==> src/rtl/indexed_point_list_macros.svh <==
// Assertion macros for the indexed point list RTL.
// Used by indexed_point_list.sv; expects clk and rst_n in scope.
`ifndef INDEXED_POINT_LIST_MACROS_SVH
`define INDEXED_POINT_LIST_MACROS_SVH

// Same-cycle implication, checked out of reset.
`define IPL_ASSERT_NOW(name, ante, cons) \
    name: assert property (@(posedge clk) disable iff (!rst_n) (ante) |-> (cons)) \
        else $error("indexed_point_list: same-cycle check failed");

// Next-cycle implication, checked out of reset.
`define IPL_ASSERT_NEXT(name, ante, cons) \
    name: assert property (@(posedge clk) disable iff (!rst_n) (ante) |=> (cons)) \
        else $error("indexed_point_list: next-cycle check failed");

`endif

==> src/rtl/ipl_pkg.sv <==
// Shared types, constants and coordinate conversions for the indexed point list.
// No dependencies; used by indexed_point_list and the testbench.
package ipl_pkg;

    localparam int CAPACITY    = 64;
    localparam int COORD_BITS  = 16;
    localparam int ADDR_W      = $clog2(CAPACITY);
    localparam int CNT_W       = $clog2(CAPACITY + 1);
    localparam int POS_W       = 6;
    localparam int CMP_W       = (CNT_W > POS_W) ? CNT_W : POS_W;
    localparam int COUNT_OUT_W = 7;
    localparam int ENTRY_W     = 2 * COORD_BITS;

    localparam logic [2:0] OP_PUSH   = 3'd0;
    localparam logic [2:0] OP_INSERT = 3'd1;
    localparam logic [2:0] OP_REMOVE = 3'd2;
    localparam logic [2:0] OP_GET    = 3'd3;
    localparam logic [2:0] OP_CLEAR  = 3'd4;

    localparam logic [1:0] ST_OK      = 2'd0;
    localparam logic [1:0] ST_BAD_POS = 2'd1;
    localparam logic [1:0] ST_FULL    = 2'd2;

    typedef struct packed {
        logic [2:0]        operation;
        logic [POS_W-1:0]  position;
        logic signed [15:0] point_x;
        logic signed [15:0] point_y;
    } ipl_cmd_t;

    typedef struct packed {
        logic [1:0]             status;
        logic signed [15:0]     found_x;
        logic signed [15:0]     found_y;
        logic [COUNT_OUT_W-1:0] entry_count;
    } ipl_rsp_t;

    typedef enum logic [3:0] {
        S_IDLE = 4'b0001,
        S_INS  = 4'b0010,
        S_REM  = 4'b0100,
        S_GET  = 4'b1000
    } state_t;

    // 16-bit input coordinate to stored width (sign-extend, keep low bits)
    function automatic logic [COORD_BITS-1:0] to_store(logic signed [15:0] v);
        logic signed [COORD_BITS+15:0] w;
        w = (COORD_BITS + 16)'(v);
        return w[COORD_BITS-1:0];
    endfunction

    // stored coordinate to 16-bit output (sign-extend, keep low bits)
    function automatic logic signed [15:0] to_out(logic [COORD_BITS-1:0] v);
        logic signed [COORD_BITS+15:0] w;
        w = (COORD_BITS + 16)'($signed(v));
        return w[15:0];
    endfunction

endpackage

==> src/rtl/ipl_ram.sv <==
// Generic simple dual-port RAM: one write port, one registered read port.
// No dependencies.
module ipl_ram #(
    parameter int WIDTH = 32,
    parameter int DEPTH = 64
) (
    input  logic                     clk,
    input  logic                     wr_en,
    input  logic [$clog2(DEPTH)-1:0] wr_addr,
    input  logic [WIDTH-1:0]         wr_data,
    input  logic [$clog2(DEPTH)-1:0] rd_addr,
    output logic [WIDTH-1:0]         rd_data
);

    logic [WIDTH-1:0] mem [DEPTH];

    always_ff @(posedge clk)
    begin
        if (wr_en)
        begin
            mem[wr_addr] <= wr_data;
        end
        rd_data <= mem[rd_addr];
    end

endmodule

==> src/rtl/indexed_point_list.sv <==
// indexed_point_list: ordered list of points held in one RAM ({x, y} per entry).
// Push, clear, rejected ops, appends and last-entry removes answer from idle; a get
// reads RAM in S_GET; other inserts/removes shift in S_INS/S_REM, one entry per cycle.
// Throughput: one command at a time; the next beat is taken at the earliest on the edge
// the previous response beat is taken. The single RAM write port sets the shift rate.
// Reset clears the count, sequencer and response valid; RAM contents are left as is.
`include "indexed_point_list_macros.svh"

module indexed_point_list import ipl_pkg::*; (
    input  logic     clk,
    input  logic     rst_n,
    input  logic     cmd_valid,
    output logic     cmd_stall,
    input  ipl_cmd_t cmd,
    output logic     rsp_valid,
    input  logic     rsp_stall,
    output ipl_rsp_t rsp
);

    state_t                state_reg, state_next;
    logic [CNT_W-1:0]      count_reg, count_next;
    logic [ADDR_W-1:0]     ptr_reg, ptr_next;     // next RAM address to write
    logic [ADDR_W-1:0]     stop_reg, stop_next;   // last address written by a shift
    logic [COORD_BITS-1:0] px_reg, px_next;       // point waiting for insert
    logic [COORD_BITS-1:0] py_reg, py_next;
    ipl_rsp_t              rsp_reg, rsp_next;
    logic                  rsp_valid_reg, rsp_valid_next;

    logic                  wr_en;
    logic [ADDR_W-1:0]     wr_addr;
    logic [ENTRY_W-1:0]    wr_data;
    logic [ADDR_W-1:0]     rd_addr;
    logic [ENTRY_W-1:0]    rd_data;

    logic                  accept;
    logic                  rsp_free;
    logic                  load_rsp;
    logic                  full;
    logic                  get_ok;
    logic [CMP_W-1:0]      pos_ext;
    logic [CMP_W-1:0]      cnt_ext;
    logic [ADDR_W-1:0]     pos_addr;
    logic [COORD_BITS-1:0] in_x;
    logic [COORD_BITS-1:0] in_y;

    ipl_ram #(
        .WIDTH (ENTRY_W),
        .DEPTH (CAPACITY)
    ) u_ram (
        .clk     (clk),
        .wr_en   (wr_en),
        .wr_addr (wr_addr),
        .wr_data (wr_data),
        .rd_addr (rd_addr),
        .rd_data (rd_data)
    );

    // Response register frees up on the same edge its beat is taken.
    assign rsp_free  = !rsp_valid_reg || !rsp_stall;
    assign cmd_stall = (state_reg != S_IDLE) || !rsp_free;
    assign accept    = cmd_valid && !cmd_stall;

    assign full     = (count_reg == CNT_W'(CAPACITY));
    assign pos_ext  = CMP_W'(cmd.position);
    assign cnt_ext  = CMP_W'(count_reg);
    assign pos_addr = ADDR_W'(cmd.position);
    assign in_x     = to_store(cmd.point_x);
    assign in_y     = to_store(cmd.point_y);
    assign get_ok   = (cmd.operation == OP_GET) && (pos_ext < cnt_ext);

    always_comb
    begin
        state_next = state_reg;
        count_next = count_reg;
        ptr_next   = ptr_reg;
        stop_next  = stop_reg;
        px_next    = px_reg;
        py_next    = py_reg;
        wr_en      = 1'b0;
        wr_addr    = ptr_reg;
        wr_data    = rd_data;
        rd_addr    = ptr_reg;
        load_rsp   = 1'b0;
        rsp_next   = '{status: ST_OK, found_x: '0, found_y: '0, entry_count: '0};

        unique case (state_reg)
            S_IDLE:
            begin
                if (accept)
                begin
                    load_rsp = 1'b1;
                    unique case (cmd.operation)
                        OP_PUSH:
                        begin
                            if (full)
                            begin
                                rsp_next.status = ST_FULL;
                            end
                            else
                            begin
                                wr_en      = 1'b1;
                                wr_addr    = ADDR_W'(count_reg);
                                wr_data    = {in_x, in_y};
                                count_next = count_reg + CNT_W'(1);
                            end
                        end
                        OP_INSERT:
                        begin
                            if (pos_ext > cnt_ext)
                            begin
                                rsp_next.status = ST_BAD_POS;
                            end
                            else if (full)
                            begin
                                rsp_next.status = ST_FULL;
                            end
                            else
                            begin
                                count_next = count_reg + CNT_W'(1);
                                if (pos_ext == cnt_ext)
                                begin
                                    // append: no entries to move
                                    wr_en   = 1'b1;
                                    wr_addr = pos_addr;
                                    wr_data = {in_x, in_y};
                                end
                                else
                                begin
                                    // move entries up from the top, point goes in last
                                    load_rsp   = 1'b0;
                                    rd_addr    = ADDR_W'(count_reg - CNT_W'(1));
                                    ptr_next   = ADDR_W'(count_reg);
                                    stop_next  = pos_addr;
                                    px_next    = in_x;
                                    py_next    = in_y;
                                    state_next = S_INS;
                                end
                            end
                        end
                        OP_REMOVE:
                        begin
                            if (pos_ext >= cnt_ext)
                            begin
                                rsp_next.status = ST_BAD_POS;
                            end
                            else
                            begin
                                count_next = count_reg - CNT_W'(1);
                                if (pos_ext != cnt_ext - CMP_W'(1))
                                begin
                                    // move entries down, starting at the removed slot
                                    load_rsp   = 1'b0;
                                    rd_addr    = pos_addr + ADDR_W'(1);
                                    ptr_next   = pos_addr;
                                    stop_next  = ADDR_W'(count_reg - CNT_W'(2));
                                    state_next = S_REM;
                                end
                            end
                        end
                        OP_GET:
                        begin
                            if (pos_ext >= cnt_ext)
                            begin
                                rsp_next.status = ST_BAD_POS;
                            end
                            else
                            begin
                                load_rsp   = 1'b0;
                                rd_addr    = pos_addr;
                                state_next = S_GET;
                            end
                        end
                        OP_CLEAR:
                        begin
                            count_next = '0;
                        end
                        default:
                        begin
                            // unused codes: no change, status ok
                        end
                    endcase
                end
            end
            S_INS:
            begin
                wr_en = 1'b1;
                if (ptr_reg == stop_reg)
                begin
                    wr_data    = {px_reg, py_reg};
                    load_rsp   = 1'b1;
                    state_next = S_IDLE;
                end
                else
                begin
                    // rd_data holds entry ptr-1; fetch ptr-2 for the next cycle
                    rd_addr  = ptr_reg - ADDR_W'(2);
                    ptr_next = ptr_reg - ADDR_W'(1);
                end
            end
            S_REM:
            begin
                // rd_data holds entry ptr+1; fetch ptr+2 for the next cycle
                wr_en   = 1'b1;
                rd_addr = ptr_reg + ADDR_W'(2);
                if (ptr_reg == stop_reg)
                begin
                    load_rsp   = 1'b1;
                    state_next = S_IDLE;
                end
                else
                begin
                    ptr_next = ptr_reg + ADDR_W'(1);
                end
            end
            S_GET:
            begin
                load_rsp         = 1'b1;
                rsp_next.found_x = to_out(rd_data[ENTRY_W-1:COORD_BITS]);
                rsp_next.found_y = to_out(rd_data[COORD_BITS-1:0]);
                state_next       = S_IDLE;
            end
            default:
            begin
                state_next = S_IDLE;
            end
        endcase

        rsp_next.entry_count = COUNT_OUT_W'(count_next);
    end

    always_comb
    begin
        if (load_rsp)
        begin
            rsp_valid_next = 1'b1;
        end
        else if (rsp_valid_reg && !rsp_stall)
        begin
            rsp_valid_next = 1'b0;
        end
        else
        begin
            rsp_valid_next = rsp_valid_reg;
        end
    end

    always_ff @(posedge clk or negedge rst_n)
    begin
        if (!rst_n)
        begin
            state_reg     <= S_IDLE;
            count_reg     <= '0;
            rsp_valid_reg <= 1'b0;
        end
        else
        begin
            state_reg     <= state_next;
            count_reg     <= count_next;
            rsp_valid_reg <= rsp_valid_next;
        end
    end

    always_ff @(posedge clk)
    begin
        ptr_reg  <= ptr_next;
        stop_reg <= stop_next;
        px_reg   <= px_next;
        py_reg   <= py_next;
        if (load_rsp)
        begin
            rsp_reg <= rsp_next;
        end
    end

    assign rsp_valid = rsp_valid_reg;
    assign rsp       = rsp_reg;

    // ---------------------------------------------------------------- checks
    // a command beat is only taken by an idle sequencer
    `IPL_ASSERT_NOW(a_accept_idle, accept, state_reg == S_IDLE)
    // a new response never overwrites one still waiting
    `IPL_ASSERT_NOW(a_no_rsp_overwrite, load_rsp, rsp_free)
    // count stays within capacity
    `IPL_ASSERT_NOW(a_count_range, 1'b1, count_reg <= CNT_W'(CAPACITY))
    // a good get moves to S_GET in the next cycle to wait for RAM data
    `IPL_ASSERT_NEXT(a_get_reads, accept && get_ok, state_reg == S_GET)

endmodule

==> config.mk <==
export PLATFORM = sky130hd
export DESIGN_NAME = indexed_point_list
export DESIGN_NICKNAME = d
export VERILOG_FILES = /design/src/rtl/ipl_pkg.sv /design/src/rtl/ipl_ram.sv /design/src/rtl/indexed_point_list.sv
export VERILOG_INCLUDE_DIRS = /design/src /design/src/rtl
export SDC_FILE = /design/constraint.sdc
export NUM_CORES = 2
export LEC_CHECK = 0
export ABC_AREA = 1
export BUFFER_PORTS_ARGS = -buffer_cell sky130_fd_sc_hd__buf_2
export CAP_MARGIN = 20
export CORE_MARGIN = 2
export CORE_UTILIZATION = 30
export DETAILED_ROUTE_END_ITERATION = 16
export GPL_ROUTABILITY_DRIVEN = 0
export SLEW_MARGIN = 25
export SYNTH_ARGS = -nofsm -noshare
export SYNTH_HDL_FRONTEND = slang
export SYNTH_SLANG_ARGS = --single-unit
==> constraint.sdc <==
create_clock -name clk -period 9.5 [get_ports clk]
set_clock_uncertainty 0.2 [all_clocks]
set_input_delay 0.95 -clock clk [delete_from_list [all_inputs] [get_ports clk]]
set_output_delay 0.95 -clock clk [all_outputs]
set_load 0.01 [all_outputs]
==> summary.md <==
| Metric | Value |
|---|---|
| Setup Slack @ Placement | `3030 ps` |
| Yosys reg bits | `2177` |
| Die width | `576 um` |
| Setup violations, final | `0` |
| Cts bufs inserted | `213` |
| Worst Tran Pin Value | `1130 ps` |
| Worst Setup End Kind | `flop` |
| Largest cells by area after synthesis | `edfxtp_1 (65%), nand3_1 (12%), nand2_1 (10%)` |
| Global route total overflow | `0` |
| Clock-pin slew on the worst setup and hold paths | `70 ps` |
| Mapped Cells | `9564` |
| Layout Nets | `between 9000 and 10000` |
| Most common cell after layout, fill and taps aside | `nand2_1` |
| Initial antenna violation count | `14` |
| Synth top area share | `0.654` |
| Drt wl/cell | `21.8 um` |
| Fmax | `153 MHz` |
| Sink Count | `2177` |
| Setup WS post-layout | `around 3000 ps` |
| Full die area | `331000 sq um` |
| Required @ worst endpoint | `10050 ps` |
| Clock root cell | `clkbuf_16` |
| Unique masters post-synth | `53` |
| R2r setup slk | `2980 ps` |
| Multi-input logic area | `between 20000 and 30000 sq um` |
| Routed Antenna Nets | `0` |
| CTS resizes | `0` |
| Hold Buf Count CTS | `1` |
| Hold Vio Cnt, Final | `0` |
| Max reg flops | `just over 2000` |
| Hold_ws | `57.7 ps` |
| Final worst path period share | `0.686` |
| Iter 0 DRT Violations | `~9200` |
| I/O pins | `88` |
| Unrepaired setup endpoints after global routing | `no` |
| Via Count | `between 70000 and 80000` |
| Syn Nets | `around 9600` |
| Die H | `between 500 and 600 um` |
| Number of global-route vias before repair | `64500` |
| Tot GR Track Use | `0.178` |
| Slew HR | `0.247` |
| Drt first pass iters | `6` |
| Total Routed Length | `304000 um` |
| H-tree levels | `4` |
| Register Area | `65000 sq um` |
| Number of cell rows | `209` |
| Aggregate negative setup slack | `0 ps` |
| Crit-path slowest cell | `nand2_8` |
| Most frequent cell on the critical path | `nand2_1` |
| P&R area growth vs syn | `12.1%` |
| Hold WC Path Type | `primary input to flop` |
| Avg Cell Area, Syn | `10.2 sq um` |
| Status | `finished, final reports clean` |
| Crit path cell chain | `clkinv_1 -> ha_1 -> nand2_1 -> nor2_1 -> nand2_1 -> nand3_2 -> inv_2 -> nand3_1 -> nand2_1 -> nand2_1 -> nand2_1 -> inv_16 -> nand2_8 -> buf_12 -> nand2_1 -> nand2_1 -> nand3_1 -> nand3_1 -> nand3_1 -> nand3_1 -> nand2_1 -> nand2_1 -> nand2_1` |
| Fillcell total | `32200` |
| Fin crit period | `6520 ps` |
| Crit path DAT | `7070 ps` |
| Placeable Area | `325000 sq um` |
| Synth area leader | `edfxtp_1` |
| Pins Over Slew Limit | `0` |
| Clock buffer depth | `3` |
| Synth Cell Area | `98000 sq um` |
| Max incr delay on CP | `690 ps` |
| Max-Cap Viols | `0` |
| Crit Path Category | `flop to flop` |
| First-pass GRT wire length | `445000 um` |
| Post-synth EDFFs | `about 2100` |
| Ys async rst share | `0.00551` |
| # DRC | `0` |
| Most frequent cells in the layout | `nand2_1 (2688), nand3_1 (2286), edfxtp_1 (2133)` |
| Worst skew pair latency | `890 ps` |
| Layout cells sized above 1 | `0.0753` |
| Critical Path Fanout Max | `178` |
| DR vias/cell | `5.02` |
| Startpoint Class | `flop` |
| Hpwl dp | `161000 um` |
| Post-CTS Setup Bufs | `0` |
| Largest net degree at the start of global routing | `between 150 and 200` |
| Post-synthesis sequential area ratio | `0.663` |
| Initial core utilization | `0.302` |
| CTS tree | `built` |
| Main synth FF type | `edfxtp_1` |
| I/O Buffers | `87` |
| Yosys Warn Count | `0` |
-- worst max-delay path: cells and delay by family, from the launching register on --
family,cells,cell delay [ps]
adder cells (fa/ha/maj),1,400
buffers and inverters,4,1410
flip-flops,1,600
AND/OR/NAND/NOR,18,3490
-- layer usage --
| metal | GRT usage | part of all wire | vias up |
|---|---|---|---|
| li1 | - | - | 32000 |
| met1 | 0.248 | 0.42 | 34000 |
| met2 | 0.274 | 0.45 | 3590 |
| met3 | 0.0337 | 0.10 | 485 |
| met4 | 0.0692 | 0.038 | 8 |
| met5 | 0 | 0.00012 | - |
-- cells by family (layout without fill, tap and decap cells) --
| family | count (synthesis) | in the layout | synth area share |
|---|---|---|---|
| buffers and inverters | 1750 | 1799 | 0.0769 |
| AOI/OAI and AO/OA | 282 | 282 | 0.0161 |
| and+or+nand+nor | 5320 | 5320 | 0.240 |
| other | 0 | 13 | 0 |
| xor gates and xnor gates | 15 | 15 | 0.00134 |
| DFF | 2177 | 2177 | 0.663 |
| adders and majority gates | 20 | 20 | 0.00263 |
-- cells in the mapped netlist (9+ instances only) --
cell type  number
inv_1        1090
buf_1          34
buf_2         331
xor2_1         12
dfrtp_1        11
edfxtp_1     2133
clkbuf_1      166
o22ai_1         9
ha_1           19
nor3_1          9
a21oi_1        32
o21ai_0       142
nand3b_1      111
buf_6          41
dfxtp_1        32
nand2_1      2691
o21ai_1        43
buf_4          62
o211ai_1       33
nand4_1        40
nor2_1        153
inv_2          19
nand3_1      2287
-- worst paths after layout --
path / startpoint / to / depth (start not counted)
setup / recovery: cnt_ext[4] / u_ram.rd_data[22] / 23
hold / removal: cmd[23] / px_reg[7] / 1
setup reg to reg: cnt_ext[4] / u_ram.rd_data[22] / 23
hold reg to reg: state_reg[2] / state_reg[2] / 2
max in group asynchronous: rst_n / state_reg[0] / 2
min in group asynchronous: rst_n / cnt_ext[6] / 2
-- cell type report --
class,count,share of cell area
tap,4325,0.0493
multi-input combinational,5637,0.237
inverter,1116,0.0384
sequential,2177,0.592
timing repair buffer,284,0.0196
clock buffer,283,0.0536
antenna,13,0.000296
clock inverter,116,0.00941
-- through the flow --
| stage | std cells | area, sq um | utilization |
|---|---|---|---|
| 2_1_floorplan | 9564 | 98000 | - |
| 3_3_place_gp | 13500 | 103000 | 0.317 |
| 3_5_place_dp | 13500 | 103000 | 0.317 |
| 4_1_cts | 13900 | 110000 | 0.338 |
| 5_1_grt | 13900 | 110000 | 0.338 |
| 6_report | 14000 | 110000 | 0.338 |
Power is not shown: default switching activity piles up to over one toggle a cycle in this logic, so the estimate is an artifact.
